**config.mk**
```make
export PLATFORM = sky130hd
export DESIGN_NAME = ambient_light_lux_autorange_top
export DESIGN_NICKNAME = d
export VERILOG_FILES = /design/src/sv/alar_pkg.sv /design/src/sv/alar_ctrl.sv /design/src/sv/alar_dp.sv /design/src/sv/ambient_light_lux_autorange_top.sv
export SDC_FILE = /design/constraint.sdc
export NUM_CORES = 2
export LEC_CHECK = 0
export BUFFER_PORTS_ARGS = -buffer_cell sky130_fd_sc_hd__clkbuf_2
export CORE_MARGIN = 8
export CORE_UTILIZATION = 40
export CTS_CLUSTER_SIZE = 16
export DETAILED_ROUTE_END_ITERATION = 10
export SLEW_MARGIN = 20
export SYNTH_ARGS = -nofsm -noshare
export SYNTH_HDL_FRONTEND = slang
export SYNTH_HIERARCHICAL = 1
export SYNTH_SLANG_ARGS = --single-unit
```
**constraint.sdc**
```tcl
create_clock -name i_clk -period 16.4 [get_ports i_clk]
set_input_delay 0.82 -clock i_clk [delete_from_list [all_inputs] [get_ports i_clk]]
set_output_delay 0.82 -clock i_clk [all_outputs]
set_load 0.02 [all_outputs]
```
**src/sv/alar_pkg.sv**
```systemverilog
package alar_pkg;

    // Field and datapath widths
    localparam int RAW_W      = 16;
    localparam int LUX_W      = 40;
    localparam int GAIN_W     = 2;
    localparam int ITIME_W    = 3;
    localparam int CFG_IDX_W  = 2;
    localparam int CFG_DATA_W = 3;
    localparam int SHIFT_W    = 4;
    localparam int P_W        = 31;              // raw*36 << 9 stays below 2^31
    localparam int X_W        = 33;              // Q16 uncorrected lux
    localparam int OPA_W      = 50;              // wide multiplier operand
    localparam int HALF_W     = 25;              // one half of the wide operand
    localparam int PP_W       = HALF_W + X_W;    // partial product
    localparam int ACC_W      = OPA_W + X_W;     // full product

    // Product shift amounts
    localparam int RECIP_SH = 42;
    localparam int C4_SH    = 16;
    localparam int MID_SH   = 32;
    localparam int LUX_SH   = 48;
    localparam int A_W      = 49;                // C4*X >> 16 stays below 2^49
    localparam int Q_W      = ACC_W - MID_SH;
    localparam int L_W      = ACC_W - LUX_SH;

    // Gain codes
    localparam logic [GAIN_W-1:0] GAIN_X1 = 2'd0;
    localparam logic [GAIN_W-1:0] GAIN_X2 = 2'd1;
    localparam logic [GAIN_W-1:0] GAIN_D8 = 2'd2;
    localparam logic [GAIN_W-1:0] GAIN_D4 = 2'd3;

    // Integration time codes
    localparam logic [ITIME_W-1:0] ITIME_100MS = 3'd2;
    localparam logic [ITIME_W-1:0] ITIME_800MS = 3'd5;

    // Register indexes
    localparam logic [CFG_IDX_W-1:0] REG_START_GAIN  = 2'd0;
    localparam logic [CFG_IDX_W-1:0] REG_START_ITIME = 2'd1;

    // Range thresholds on raw*36<<m (value times 10000)
    localparam logic [P_W-1:0] TH_LOW     = 31'd18800000;
    localparam logic [P_W-1:0] TH_MID_TOP = 31'd37710000;
    localparam logic [P_W-1:0] TH_HIGH    = 31'd37700000;

    // Reciprocal of 625 scaled by 2^54, rounded up: X = P*RECIP_M >> 42
    localparam logic [OPA_W-1:0] RECIP_M = 50'd28823037615172;

    // Correction polynomial coefficients
    localparam logic [OPA_W-1:0] COEF_C4 = 50'd2839795084;
    localparam logic [OPA_W-1:0] COEF_C3 = 50'd44354354953705;
    localparam logic [OPA_W-1:0] COEF_C2 = 50'd5871829222963;
    localparam logic [OPA_W-1:0] COEF_C1 = 50'd1102040504520;

    // Controller to datapath commands
    typedef struct packed {
        logic load;
        logic range_upd;
        logic mul_lo;
        logic mul_hi;
        logic post;
        logic out_load;
    } t_cmd;

    // Datapath to controller status
    typedef struct packed {
        logic first_step;
        logic last_step;
    } t_sts;

    // Scale exponent of a gain code
    function automatic logic [SHIFT_W-1:0] gain_shift(input logic [GAIN_W-1:0] gain);
        logic [SHIFT_W-1:0] sh;
        unique case (gain)
            GAIN_X1: sh = 4'd1;
            GAIN_X2: sh = 4'd0;
            GAIN_D8: sh = 4'd4;
            GAIN_D4: sh = 4'd3;
            default: sh = 4'd0;
        endcase
        return sh;
    endfunction

    // Scale exponent of an integration time code; unused codes scale like 25 ms
    function automatic logic [SHIFT_W-1:0] itime_shift(input logic [ITIME_W-1:0] itime);
        logic [SHIFT_W-1:0] sh;
        if (itime > ITIME_800MS) begin
            sh = 4'd5;
        end else begin
            sh = 4'd5 - {1'b0, itime};
        end
        return sh;
    endfunction

endpackage

```
**src/sv/alar_ctrl.sv**
```systemverilog
module alar_ctrl (
    input  logic          i_clk,
    input  logic          i_rst_n,
    input  logic          i_in_valid,
    output logic          o_in_ready,
    output logic          o_out_valid,
    input  logic          i_out_ready,
    output alar_pkg::t_cmd o_cmd,
    input  alar_pkg::t_sts i_sts
);
    import alar_pkg::*;

    typedef enum logic [1:0] {
        S_IDLE,
        S_MUL_LO,
        S_MUL_HI,
        S_POST
    } t_state;

    t_state r_state;
    t_state n_state;
    logic   r_out_valid;
    logic   n_out_valid;
    logic   out_free;

    assign out_free    = !r_out_valid || i_out_ready;
    assign o_in_ready  = (r_state == S_IDLE);
    assign o_out_valid = r_out_valid;

    // Sequence one transaction: load, then five multiply and post steps
    always_comb begin
        o_cmd   = '0;
        n_state = r_state;
        unique case (r_state)
            S_IDLE: begin
                if (i_in_valid) begin
                    o_cmd.load = 1'b1;
                    n_state    = S_MUL_LO;
                end
            end
            S_MUL_LO: begin
                o_cmd.mul_lo    = 1'b1;
                o_cmd.range_upd = i_sts.first_step;
                n_state         = S_MUL_HI;
            end
            S_MUL_HI: begin
                o_cmd.mul_hi = 1'b1;
                n_state      = S_POST;
            end
            S_POST: begin
                if (i_sts.last_step) begin
                    if (out_free) begin
                        o_cmd.out_load = 1'b1;
                        n_state        = S_IDLE;
                    end
                end else begin
                    o_cmd.post = 1'b1;
                    n_state    = S_MUL_LO;
                end
            end
            default: n_state = S_IDLE;
        endcase
    end

    // Set output valid on load, drop it when the receiver takes the result
    always_comb begin
        if (o_cmd.out_load) begin
            n_out_valid = 1'b1;
        end else if (r_out_valid && i_out_ready) begin
            n_out_valid = 1'b0;
        end else begin
            n_out_valid = r_out_valid;
        end
    end

    always_ff @(posedge i_clk) begin
        if (!i_rst_n) begin
            r_state     <= S_IDLE;
            r_out_valid <= 1'b0;
        end else begin
            r_state     <= n_state;
            r_out_valid <= n_out_valid;
        end
    end

endmodule

```
**src/sv/alar_dp.sv**
```systemverilog
module alar_dp (
    input  logic                                i_clk,
    input  logic                                i_rst_n,
    input  alar_pkg::t_cmd                      i_cmd,
    output alar_pkg::t_sts                      o_sts,
    input  logic [alar_pkg::RAW_W-1:0]          i_raw_counts,
    input  logic                                i_cfg_valid,
    input  logic [alar_pkg::CFG_IDX_W-1:0]      i_cfg_index,
    input  logic [alar_pkg::CFG_DATA_W-1:0]     i_cfg_data,
    output logic [alar_pkg::LUX_W-1:0]          o_lux_q8,
    output logic [alar_pkg::GAIN_W-1:0]         o_gain_now,
    output logic [alar_pkg::ITIME_W-1:0]        o_itime_now,
    output logic                                o_range_switched
);
    import alar_pkg::*;

    typedef enum logic [2:0] {
        STEP_RECIP,
        STEP_C4,
        STEP_C3,
        STEP_C2,
        STEP_C1
    } t_step;

    // Range state
    logic [GAIN_W-1:0]  r_gain,  n_gain;
    logic [ITIME_W-1:0] r_itime, n_itime;
    logic               r_may_x1, n_may_x1;
    logic               r_may_x2, n_may_x2;
    logic               r_may_d8, n_may_d8;
    logic               r_sw,     n_sw;
    t_step              r_step,   n_step;

    // Arithmetic registers
    logic [OPA_W-1:0] r_opa, n_opa;
    logic [X_W-1:0]   r_opb, n_opb;
    logic [ACC_W-1:0] r_acc, n_acc;
    logic             r_neg, n_neg;

    // Output payload
    logic [LUX_W-1:0]   r_lux;
    logic [GAIN_W-1:0]  r_gain_out;
    logic [ITIME_W-1:0] r_itime_out;
    logic               r_sw_out;

    logic [P_W-1:0]     raw_ext;
    logic [P_W-1:0]     raw36;
    logic [SHIFT_W-1:0] shift;
    logic [P_W-1:0]     p_new;
    logic [P_W-1:0]     p_cur;
    logic               in_mid;
    logic               in_high;
    logic [HALF_W-1:0]  pp_a;
    logic [PP_W-1:0]    pp;
    logic [X_W-1:0]     x_val;
    logic [A_W-1:0]     a_val;
    logic [OPA_W-1:0]   a_ext;
    logic [Q_W-1:0]     q_val;
    logic [Q_W:0]       q_ext;
    logic [Q_W:0]       c2_ext;
    logic [Q_W:0]       c1_ext;
    logic [Q_W:0]       t2_pos;
    logic [Q_W:0]       t2_neg;
    logic [Q_W:0]       t1_sum;
    logic [L_W-1:0]     lux_val;

    assign o_sts.first_step = (r_step == STEP_RECIP);
    assign o_sts.last_step  = (r_step == STEP_C1);

    // Scale the raw count: raw*36 shifted by the gain and time exponents
    assign raw_ext = {{(P_W-RAW_W){1'b0}}, i_raw_counts};
    assign raw36   = (raw_ext << 5) + (raw_ext << 2);
    assign shift   = gain_shift(r_gain) + itime_shift(r_itime);
    assign p_new   = raw36 << shift;

    // Threshold compares on the scaled count held in operand B
    assign p_cur   = r_opb[P_W-1:0];
    assign in_mid  = (p_cur > TH_LOW) && (p_cur < TH_MID_TOP);
    assign in_high = (p_cur > TH_HIGH);

    // Shared multiplier: the low half of operand A on mul_lo, the high half on mul_hi
    assign pp_a = i_cmd.mul_hi ? r_opa[OPA_W-1:HALF_W] : r_opa[HALF_W-1:0];
    assign pp   = {{X_W{1'b0}}, pp_a} * {{HALF_W{1'b0}}, r_opb};

    // Product slices for each step
    assign x_val   = r_acc[RECIP_SH+X_W-1:RECIP_SH];
    assign a_val   = r_acc[C4_SH+A_W-1:C4_SH];
    assign a_ext   = {{(OPA_W-A_W){1'b0}}, a_val};
    assign q_val   = r_acc[ACC_W-1:MID_SH];
    assign q_ext   = {1'b0, q_val};
    assign c2_ext  = {{(Q_W+1-OPA_W){1'b0}}, COEF_C2};
    assign c1_ext  = {{(Q_W+1-OPA_W){1'b0}}, COEF_C1};
    assign t2_pos  = q_ext + c2_ext;
    assign t2_neg  = c2_ext - q_ext;
    assign t1_sum  = q_ext + c1_ext;
    assign lux_val = r_acc[ACC_W-1:LUX_SH];

    // Update range state from the switch rules, or take a register write
    always_comb begin
        n_gain   = r_gain;
        n_itime  = r_itime;
        n_may_x1 = r_may_x1;
        n_may_x2 = r_may_x2;
        n_may_d8 = r_may_d8;
        n_sw     = r_sw;
        if (i_cmd.range_upd) begin
            n_sw = 1'b0;
            if (in_mid) begin
                if (r_may_x1) begin
                    n_gain   = GAIN_X1;
                    n_may_x1 = 1'b0;
                    n_may_x2 = 1'b1;
                    n_may_d8 = 1'b1;
                    n_sw     = 1'b1;
                end
            end else if (in_high) begin
                if (r_may_d8) begin
                    n_gain   = GAIN_D8;
                    n_may_x1 = 1'b1;
                    n_may_x2 = 1'b1;
                    n_may_d8 = 1'b0;
                    n_sw     = 1'b1;
                end
            end else begin
                if (r_may_x2) begin
                    n_gain   = GAIN_X2;
                    n_may_x1 = 1'b1;
                    n_may_x2 = 1'b0;
                    n_may_d8 = 1'b1;
                    n_sw     = 1'b1;
                end
            end
            if (n_sw) begin
                n_itime = ITIME_100MS;
            end
        end else if (i_cfg_valid) begin
            unique case (i_cfg_index)
                REG_START_GAIN:  n_gain  = i_cfg_data[GAIN_W-1:0];
                REG_START_ITIME: n_itime = i_cfg_data;
                default: ;
            endcase
        end
    end

    // Restart the step on load, advance it on each post
    always_comb begin
        n_step = r_step;
        if (i_cmd.load) begin
            n_step = STEP_RECIP;
        end else if (i_cmd.post) begin
            unique case (r_step)
                STEP_RECIP: n_step = STEP_C4;
                STEP_C4:    n_step = STEP_C3;
                STEP_C3:    n_step = STEP_C2;
                STEP_C2:    n_step = STEP_C1;
                default:    n_step = STEP_RECIP;
            endcase
        end
    end

    // Load operands, multiply in halves, then form the next operand
    always_comb begin
        n_opa = r_opa;
        n_opb = r_opb;
        n_acc = r_acc;
        n_neg = r_neg;
        if (i_cmd.load) begin
            n_opa = RECIP_M;
            n_opb = {{(X_W-P_W){1'b0}}, p_new};
        end else if (i_cmd.mul_lo) begin
            n_acc = {{(ACC_W-PP_W){1'b0}}, pp};
        end else if (i_cmd.mul_hi) begin
            n_acc = r_acc + {pp, {HALF_W{1'b0}}};
        end else if (i_cmd.post) begin
            unique case (r_step)
                STEP_RECIP: begin
                    n_opb = x_val;
                    n_opa = COEF_C4;
                end
                STEP_C4: begin
                    if (a_ext >= COEF_C3) begin
                        n_opa = a_ext - COEF_C3;
                        n_neg = 1'b0;
                    end else begin
                        n_opa = COEF_C3 - a_ext;
                        n_neg = 1'b1;
                    end
                end
                STEP_C3: begin
                    if (!r_neg) begin
                        n_opa = t2_pos[OPA_W-1:0];
                    end else if (q_ext > c2_ext) begin
                        n_opa = '0;
                    end else begin
                        n_opa = t2_neg[OPA_W-1:0];
                    end
                end
                STEP_C2: n_opa = t1_sum[OPA_W-1:0];
                default: ;
            endcase
        end
    end

    // Control and range state
    always_ff @(posedge i_clk) begin
        if (!i_rst_n) begin
            r_gain   <= GAIN_X2;
            r_itime  <= ITIME_100MS;
            r_may_x1 <= 1'b0;
            r_may_x2 <= 1'b1;
            r_may_d8 <= 1'b0;
            r_sw     <= 1'b0;
            r_step   <= STEP_RECIP;
        end else begin
            r_gain   <= n_gain;
            r_itime  <= n_itime;
            r_may_x1 <= n_may_x1;
            r_may_x2 <= n_may_x2;
            r_may_d8 <= n_may_d8;
            r_sw     <= n_sw;
            r_step   <= n_step;
        end
    end

    // Arithmetic payload
    always_ff @(posedge i_clk) begin
        r_opa <= n_opa;
        r_opb <= n_opb;
        r_acc <= n_acc;
        r_neg <= n_neg;
    end

    // Hold the result until the receiver takes it
    always_ff @(posedge i_clk) begin
        if (i_cmd.out_load) begin
            r_lux       <= {{(LUX_W-L_W){1'b0}}, lux_val};
            r_gain_out  <= r_gain;
            r_itime_out <= r_itime;
            r_sw_out    <= r_sw;
        end
    end

    assign o_lux_q8         = r_lux;
    assign o_gain_now       = r_gain_out;
    assign o_itime_now      = r_itime_out;
    assign o_range_switched = r_sw_out;

endmodule

```
**src/sv/ambient_light_lux_autorange_top.sv**
```systemverilog
// Raw light count to corrected lux, with gain and integration-time tracking.
// Input channel: i_in_valid / o_in_ready carry one 16-bit raw count.
// Output channel: o_out_valid / i_out_ready carry lux (Q8, 40 bits), the gain
// and time codes in use after the transaction, and the range switch flag.
// Configuration: i_cfg_valid / o_cfg_ready write index 0 (gain) or 1 (time);
// other indexes are ignored. o_cfg_ready is always high; write only when idle.
// One 25x33 multiplier is shared over five products (reciprocal division by
// 625, then four Horner steps), each a low-half and a high-half multiply step
// and a step that forms the next operand or, after the last, loads the result;
// no new count is taken before that. The lux of a transaction uses the gain
// and time from before any switch it causes. Reset sets gain x2, 100 ms,
// clears the output valid and the internal switch flag, and enables only the
// switch to x2. A stalled receiver holds the result in the output register;
// then the block waits at the last step; no new input until the register frees.
module ambient_light_lux_autorange_top (
    input  logic        i_clk,
    input  logic        i_rst_n,
    input  logic        i_in_valid,
    output logic        o_in_ready,
    input  logic [15:0] i_raw_counts,
    output logic        o_out_valid,
    input  logic        i_out_ready,
    output logic [39:0] o_lux_q8,
    output logic [1:0]  o_gain_now,
    output logic [2:0]  o_itime_now,
    output logic        o_range_switched,
    input  logic        i_cfg_valid,
    output logic        o_cfg_ready,
    input  logic [1:0]  i_cfg_index,
    input  logic [2:0]  i_cfg_data
);
    import alar_pkg::*;

    t_cmd cmd;
    t_sts sts;

    assign o_cfg_ready = 1'b1;

    // Sequencer
    alar_ctrl u_ctrl (
        .i_clk       (i_clk),
        .i_rst_n     (i_rst_n),
        .i_in_valid  (i_in_valid),
        .o_in_ready  (o_in_ready),
        .o_out_valid (o_out_valid),
        .i_out_ready (i_out_ready),
        .o_cmd       (cmd),
        .i_sts       (sts)
    );

    // Scaling, range tracking and polynomial datapath
    alar_dp u_dp (
        .i_clk            (i_clk),
        .i_rst_n          (i_rst_n),
        .i_cmd            (cmd),
        .o_sts            (sts),
        .i_raw_counts     (i_raw_counts),
        .i_cfg_valid      (i_cfg_valid),
        .i_cfg_index      (i_cfg_index),
        .i_cfg_data       (i_cfg_data),
        .o_lux_q8         (o_lux_q8),
        .o_gain_now       (o_gain_now),
        .o_itime_now      (o_itime_now),
        .o_range_switched (o_range_switched)
    );

endmodule

```
## Yosys cells after proc, flatten, opt, wreduce, memory -nomap -nowiden

Cells that the tools add are included.

- Register bits after elaboration: 223
- Latch bits: 0
- Bits in writable memories: 0
- Memory bits (read-only): 0
- Input bits: 26
- Output and inout port bits: 49
- Word-level logic and storage cells: 147
- Memories: 0

- Add/subtract/negate cells: 9
- Multipliers: 1
- Div/mod/pow operators: 0
- $lt $le $gt $ge: 6
- Equality and inequality tests: 21
- Shifts and indexed selects: 1
- Multiplexer cells: 57
- Bitwise gates (word level): 4
- Reductions and logical operators: 29

Operator list:

| kind | count |
|---|---|
| case mux 50 bit (4 select lines) | 1 |
| 2-to-1 mux 31 bit | 5 |
| 2-to-1 mux 50 bit | 3 |
| adder 83 bit | 1 |
| 2-to-1 mux 83 bit | 1 |
| multiplier 25 x 33 -> 58 bit | 1 |
| 2-to-1 mux 58 bit | 1 |
| greater-than comparator 51 x 43 -> 1 bit (second input constant) | 1 |
| adder 50 x 41 -> 50 bit (second input constant) | 1 |
| adder 50 x 43 -> 50 bit (second input constant) | 1 |
| subtractor 43 x 50 -> 50 bit (first input constant) | 1 |
| subtractor 46 x 49 -> 50 bit (first input constant) | 1 |
| subtractor 49 x 46 -> 50 bit (second input constant) | 1 |
| greater-or-equal comparator 49 x 46 -> 1 bit (second input constant) | 1 |
| greater-than comparator 31 x 25 -> 1 bit (second input constant) | 1 |
| greater-than comparator 31 x 26 -> 1 bit (second input constant) | 1 |
| less-than comparator 31 x 26 -> 1 bit (second input constant) | 1 |
| left shift 31 x 4 -> 31 bit | 1 |
| 2-to-1 mux 2 bit | 13 |
| 2-to-1 mux 25 bit | 1 |
| 2-to-1 mux 1 bit | 24 |
| adder 21 x 18 -> 22 bit | 1 |
| case mux 4 bit (4 select lines) | 1 |
| nonzero test 2 bit | 7 |
| 31 further kinds | 57 |

## Logic depth before layout (Yosys ltp)

- Depth after elaboration: 9
- Depth in mapped cells: 44
- Gate-level depth less buffers: 39

## Modules after synthesis

Netlist, hierarchy kept.

Modules (own cells, without submodules):

| module | times used | cells an instance | area each (µm²) | seq. area each (µm²) |
|---|---|---|---|---|
| alar_dp | 1 | 5538 | 46075.4 | 5485.3 |
| alar_ctrl | 1 | 27 | 240.2 | 60.1 |
| ambient_light_lux_autorange_top | 1 | 2 | 11.3 | 0.0 |

## Least setup slack after synthesis

OpenSTA, ideal clock, no wires.

- Path type: register to register
- Start: register u_ctrl.r_state[0]
- End: register u_dp.r_acc[82] (data pin)
- Library setup time: 266 ps
- Data arrival time: 9819 ps
- Data required time: 16134 ps
- Setup slack: 6315 ps
- Stages on the path, launching flop included: 42
- Path buffers: 4
- Period minus slack after synthesis: 10085 ps
- Cell sequence: dfxtp_1 inv_1 ha_1 clkbuf_1 buf_1 clkbuf_1 mux2_2 clkbuf_1 nand2_1 fa_1 inv_1 fa_1 inv_1 fa_1 inv_1 fa_1 fa_1 fa_1 [6 not listed] a21oi_1 o21ai_0 a31o_2 a31o_2 nand2_1 xnor2_1 ha_1 a21o_1 a21o_1 a21o_1 nand3_1 nand2_1 or3_1 o211ai_1 o21ai_0 a31oi_1 xnor2_1 nor2_1

RTL lines:

| element | RTL line | text |
|---|---|---|
| start, declared | alar_ctrl.sv:20 | `t_state r_state;` |
| start signal, assigned | alar_ctrl.sv:81 | `r_state <= n_state;` |
| end signal, assigned | alar_dp.sv:229 | `r_acc <= n_acc;` |
| end, declared | alar_dp.sv:37 | `logic [ACC_W-1:0] r_acc, n_acc;` |

==> flow_metrics.py <==
metrics = {
    "timing": {
        "final.min_clock_period_ns": 11.63,
        "slew_viol_final": 0,
        "finalSetupTns_ns": 0,
        "hold_viol": 0,
        "max_freq_mhz": 85.98,
        "rsz0062_at_grt": "false",
        "skew_ns": 0.03721,
        "post-route-period-util_pct": 70.92,
        "setup_viol": 0,
        "timing.slew.headroom_pct": 17.88,
        "worst_pin_slew_ns": 1.232,
        "whs_ns": 0.4427,
    },
    "global_route": {
        "grt.overflow.total": 0,
        "grt_start_max_net_pins": 74,
        "antenna_found_initial": 10,
        "grt.total_usage_pct": 25.85,
        "grt_pass1_wl_um": 255000,
        "grt_pass1_vias": 41090,
    },
    "synth": {
        "netlist_area_um2": 46330,
        "synthCells": 5567,
        "avgSynthCellArea_um2": 8.322,
        "synthFlopType": "edfxtp_1",
        "ys_async_sr_fraction_pct": 0,
        "synth-simple-area-share_pct": 18.28,
        "synth_top_cell_area_share_pct": 30.81,
        "synth-edff-count": 140,
        "synth_xor_area_share_pct": 3.697,
        "synth_compound_area_share_pct": 15.31,
        "synth_area_leaders": "fa_1 (31%), edfxtp_1 (9.1%), ha_1 (7.9%), inv_1 (6.9%), nand2_1 (5.5%)",
        "post-synth-top-area-cell": "fa_1",
        "muxShareOfSynthArea_pct": 1.915,
        "synth_cell_types": 104,
        "yosysWarnings": 6,
        "synth-seq-cells": 207,
        "synth_top_family_by_area": "adder cells",
        "synthAdderAreaFrac_pct": 38.67,
        "seq_area_frac_synth_pct": 11.97,
    },
    "worst_setup_path": {
        "critPathSlowestCell": "mux2_2",
        "cp.arrival_ns": 11.97,
        "cp_top_family": "adder cells",
        "max_stage_delay_ns": 0.93,
        "endpoint_kind": "register",
        "rrSetupSlack_ns": 4.77,
        "critPathRequiredTime_ns": 16.73,
        "r2r_start": "u_ctrl/r_state[0]",
        "crit_start": "u_ctrl/r_state[0]",
        "startpoint_type": "register",
        "crit_top_cell": "fa_1",
        "path_class": "register to register",
        "cp_num_buf_inv": 4,
        "cp_max_fo": 35,
        "r2r_cells": 35,
        "path_depth": 35,
        "cp-endpoint": "u_dp/r_acc[77]",
        "reg2reg_to": "u_dp/r_acc[77]",
    },
    "clock_network": {
        "ctsResizeCount": 0,
        "cts-root-buf": "clkbuf_16",
        "cts_tree": "yes",
        "post_cts_buffers": 0,
        "clock_tree.htree_level_count": 1,
        "cts-hold-fix-buffers": 0,
        "cts.clk_slew.worst_paths_ns": 0.06,
        "clock_sinks": 207,
        "clk_latency_ns": 0.59,
        "cts_max_path_buffers": 3,
        "cts-buffers-inserted": 29,
    },
    "min_path": {
        "worstHoldPathType": "register to register",
    },
    "place": {
        "port_buffers": 68,
        "dp_hpwl_um": 124800,
        "place.gp.congestion": 0.9704,
    },
    "floorplanning": {
        "die_x_um": 356.3,
        "core-area_um2": 115600,
        "fp.dieH_um": 356.3,
        "dieArea_um2": 127000,
        "io_pins": 75,
        "start_util_pct": 40.08,
        "num_rows": 125,
    },
    "detailed_routing": {
        "wl_per_cell_um": 23.74,
        "drt_pass1_iterations": 6,
        "drtIter0Drc": 3923,
        "ant_nets": 0,
        "via_per_inst": 5.795,
        "vias": 40300,
        "finalWirelength_um": 165100,
        "drcViolationCount": 0,
    },
    "outcome": {
        "status": "finished, final reports clean",
    },
    "cells_and_area": {
        "final_nets": 6435,
        "syn2layout_area_growth_pct": 5.826,
        "final_layout_size_suffix_gt1_share_pct": 5.895,
    },
    "flow_run": {
        "drv_cap": 0,
    },
}
[flip-flops by register name, indices dropped and copies added (netlist names)]
name / cells
u_dp/o_itime_now: 3
u_dp/r_opb: 33
u_dp/r_may_x1: 1
u_dp/r_opa: 50
u_dp/r_itime: 3
u_dp/r_sw: 1
u_dp/o_gain_now: 2
u_dp/r_may_d8: 1
u_dp/r_acc: 67
u_dp/r_neg: 1
u_dp/r_gain: 2
u_ctrl/o_out_valid: 1
u_dp/o_lux_q8: 35
u_ctrl/r_state: 2
u_dp/r_may_x2: 1
u_dp/o_range_switched: 1
u_dp/r_step: 3
[routing by layer]
metal,up-vias,GRT usage (%),part of all wire [%]
met5,-,0,0.049
li1,17800,-,-
met3,334,4.644,8.6
met1,20280,35.16,42
met4,12,9.615,4.4
met2,1873,41.07,45
[synthesized netlist by cell type, types with 26 or more instances]
cell type / count
dfxtp_1: 67
nand2b_1: 38
nor2b_1: 138
nor3_1: 59
mux2i_1: 38
nand2_1: 682
edfxtp_1: 140
fa_1: 713
nand3_1: 80
a21o_1: 112
a31oi_1: 41
or3_1: 26
and2_1: 270
o211ai_1: 29
a221oi_1: 31
clkbuf_1: 322
xor2_1: 72
a211oi_1: 31
nor2_1: 302
and3_1: 32
xnor2_1: 121
inv_1: 849
o21ai_0: 259
nand4_1: 42
a21oi_1: 307
ha_1: 291
mux2_2: 39
o22ai_1: 32
[stage by stage]
stage	setup slack, ns	area, um2	instances	util, %
floorplan	6.315	46340	5571	-
global placement	4.630	47980	6898	41.51
detailed placement	4.956	47990	6898	41.52
CTS	4.831	49020	6952	42.41
global route	4.178	49020	6953	42.42
finish	4.769	49030	6954	42.42
[worst min-delay path by stage]
stage,start,end,slack (ns),cells after the start
after detailed placement,u_dp/r_sw,u_dp/o_range_switched,0.44,0
after floorplan,u_dp/r_sw,u_dp/o_range_switched,0.41,0
after global placement,u_dp/r_sw,u_dp/o_range_switched,0.44,0
final,u_dp/r_sw,u_dp/o_range_switched,0.44,0
after global routing,u_dp/r_sw,u_dp/o_range_switched,0.46,0
after CTS,u_dp/r_sw,u_dp/o_range_switched,0.46,0
[layout make-up]
class	count	area, um2
sequential	207	5545
clock buffer	36	824.5
clock inverter	18	207.7
inverter	856	3216
fill	11630	66550
tap	1524	1907
antenna	2	5.005
multi-input combinational	4139	36200
timing repair buffer	172	1121
[cell families (layout without fill, tap and decap cells)]
logic type | count (synthesis) | after routing
buf+inv | 1225 | 1082
fa+ha+maj | 1004 | 1004
compound gates | 1101 | 1101
mux | 80 | 80
other cells | 2 | 8
flops | 207 | 207
xor+xnor | 194 | 194
simple gates | 1754 | 1754
[cell usage in the layout (no fill, tap or decap), drive strengths merged, types with 42 or more instances in the layout]
cell / n
nor2b: 138
o21ai: 266
buf: 104
a21oi: 308
nor3: 59
clkbuf: 104
nand2: 682
nand4: 42
edfxtp: 140
nor2: 303
dfxtp: 67
and2: 273
a31oi: 42
fa: 713
a21o: 112
xnor2: 121
ha: 291
inv: 858
xor2: 72
nand3: 80
Power is not shown: default switching activity piles up to over one toggle a cycle in this logic, so the estimate is an artifact.
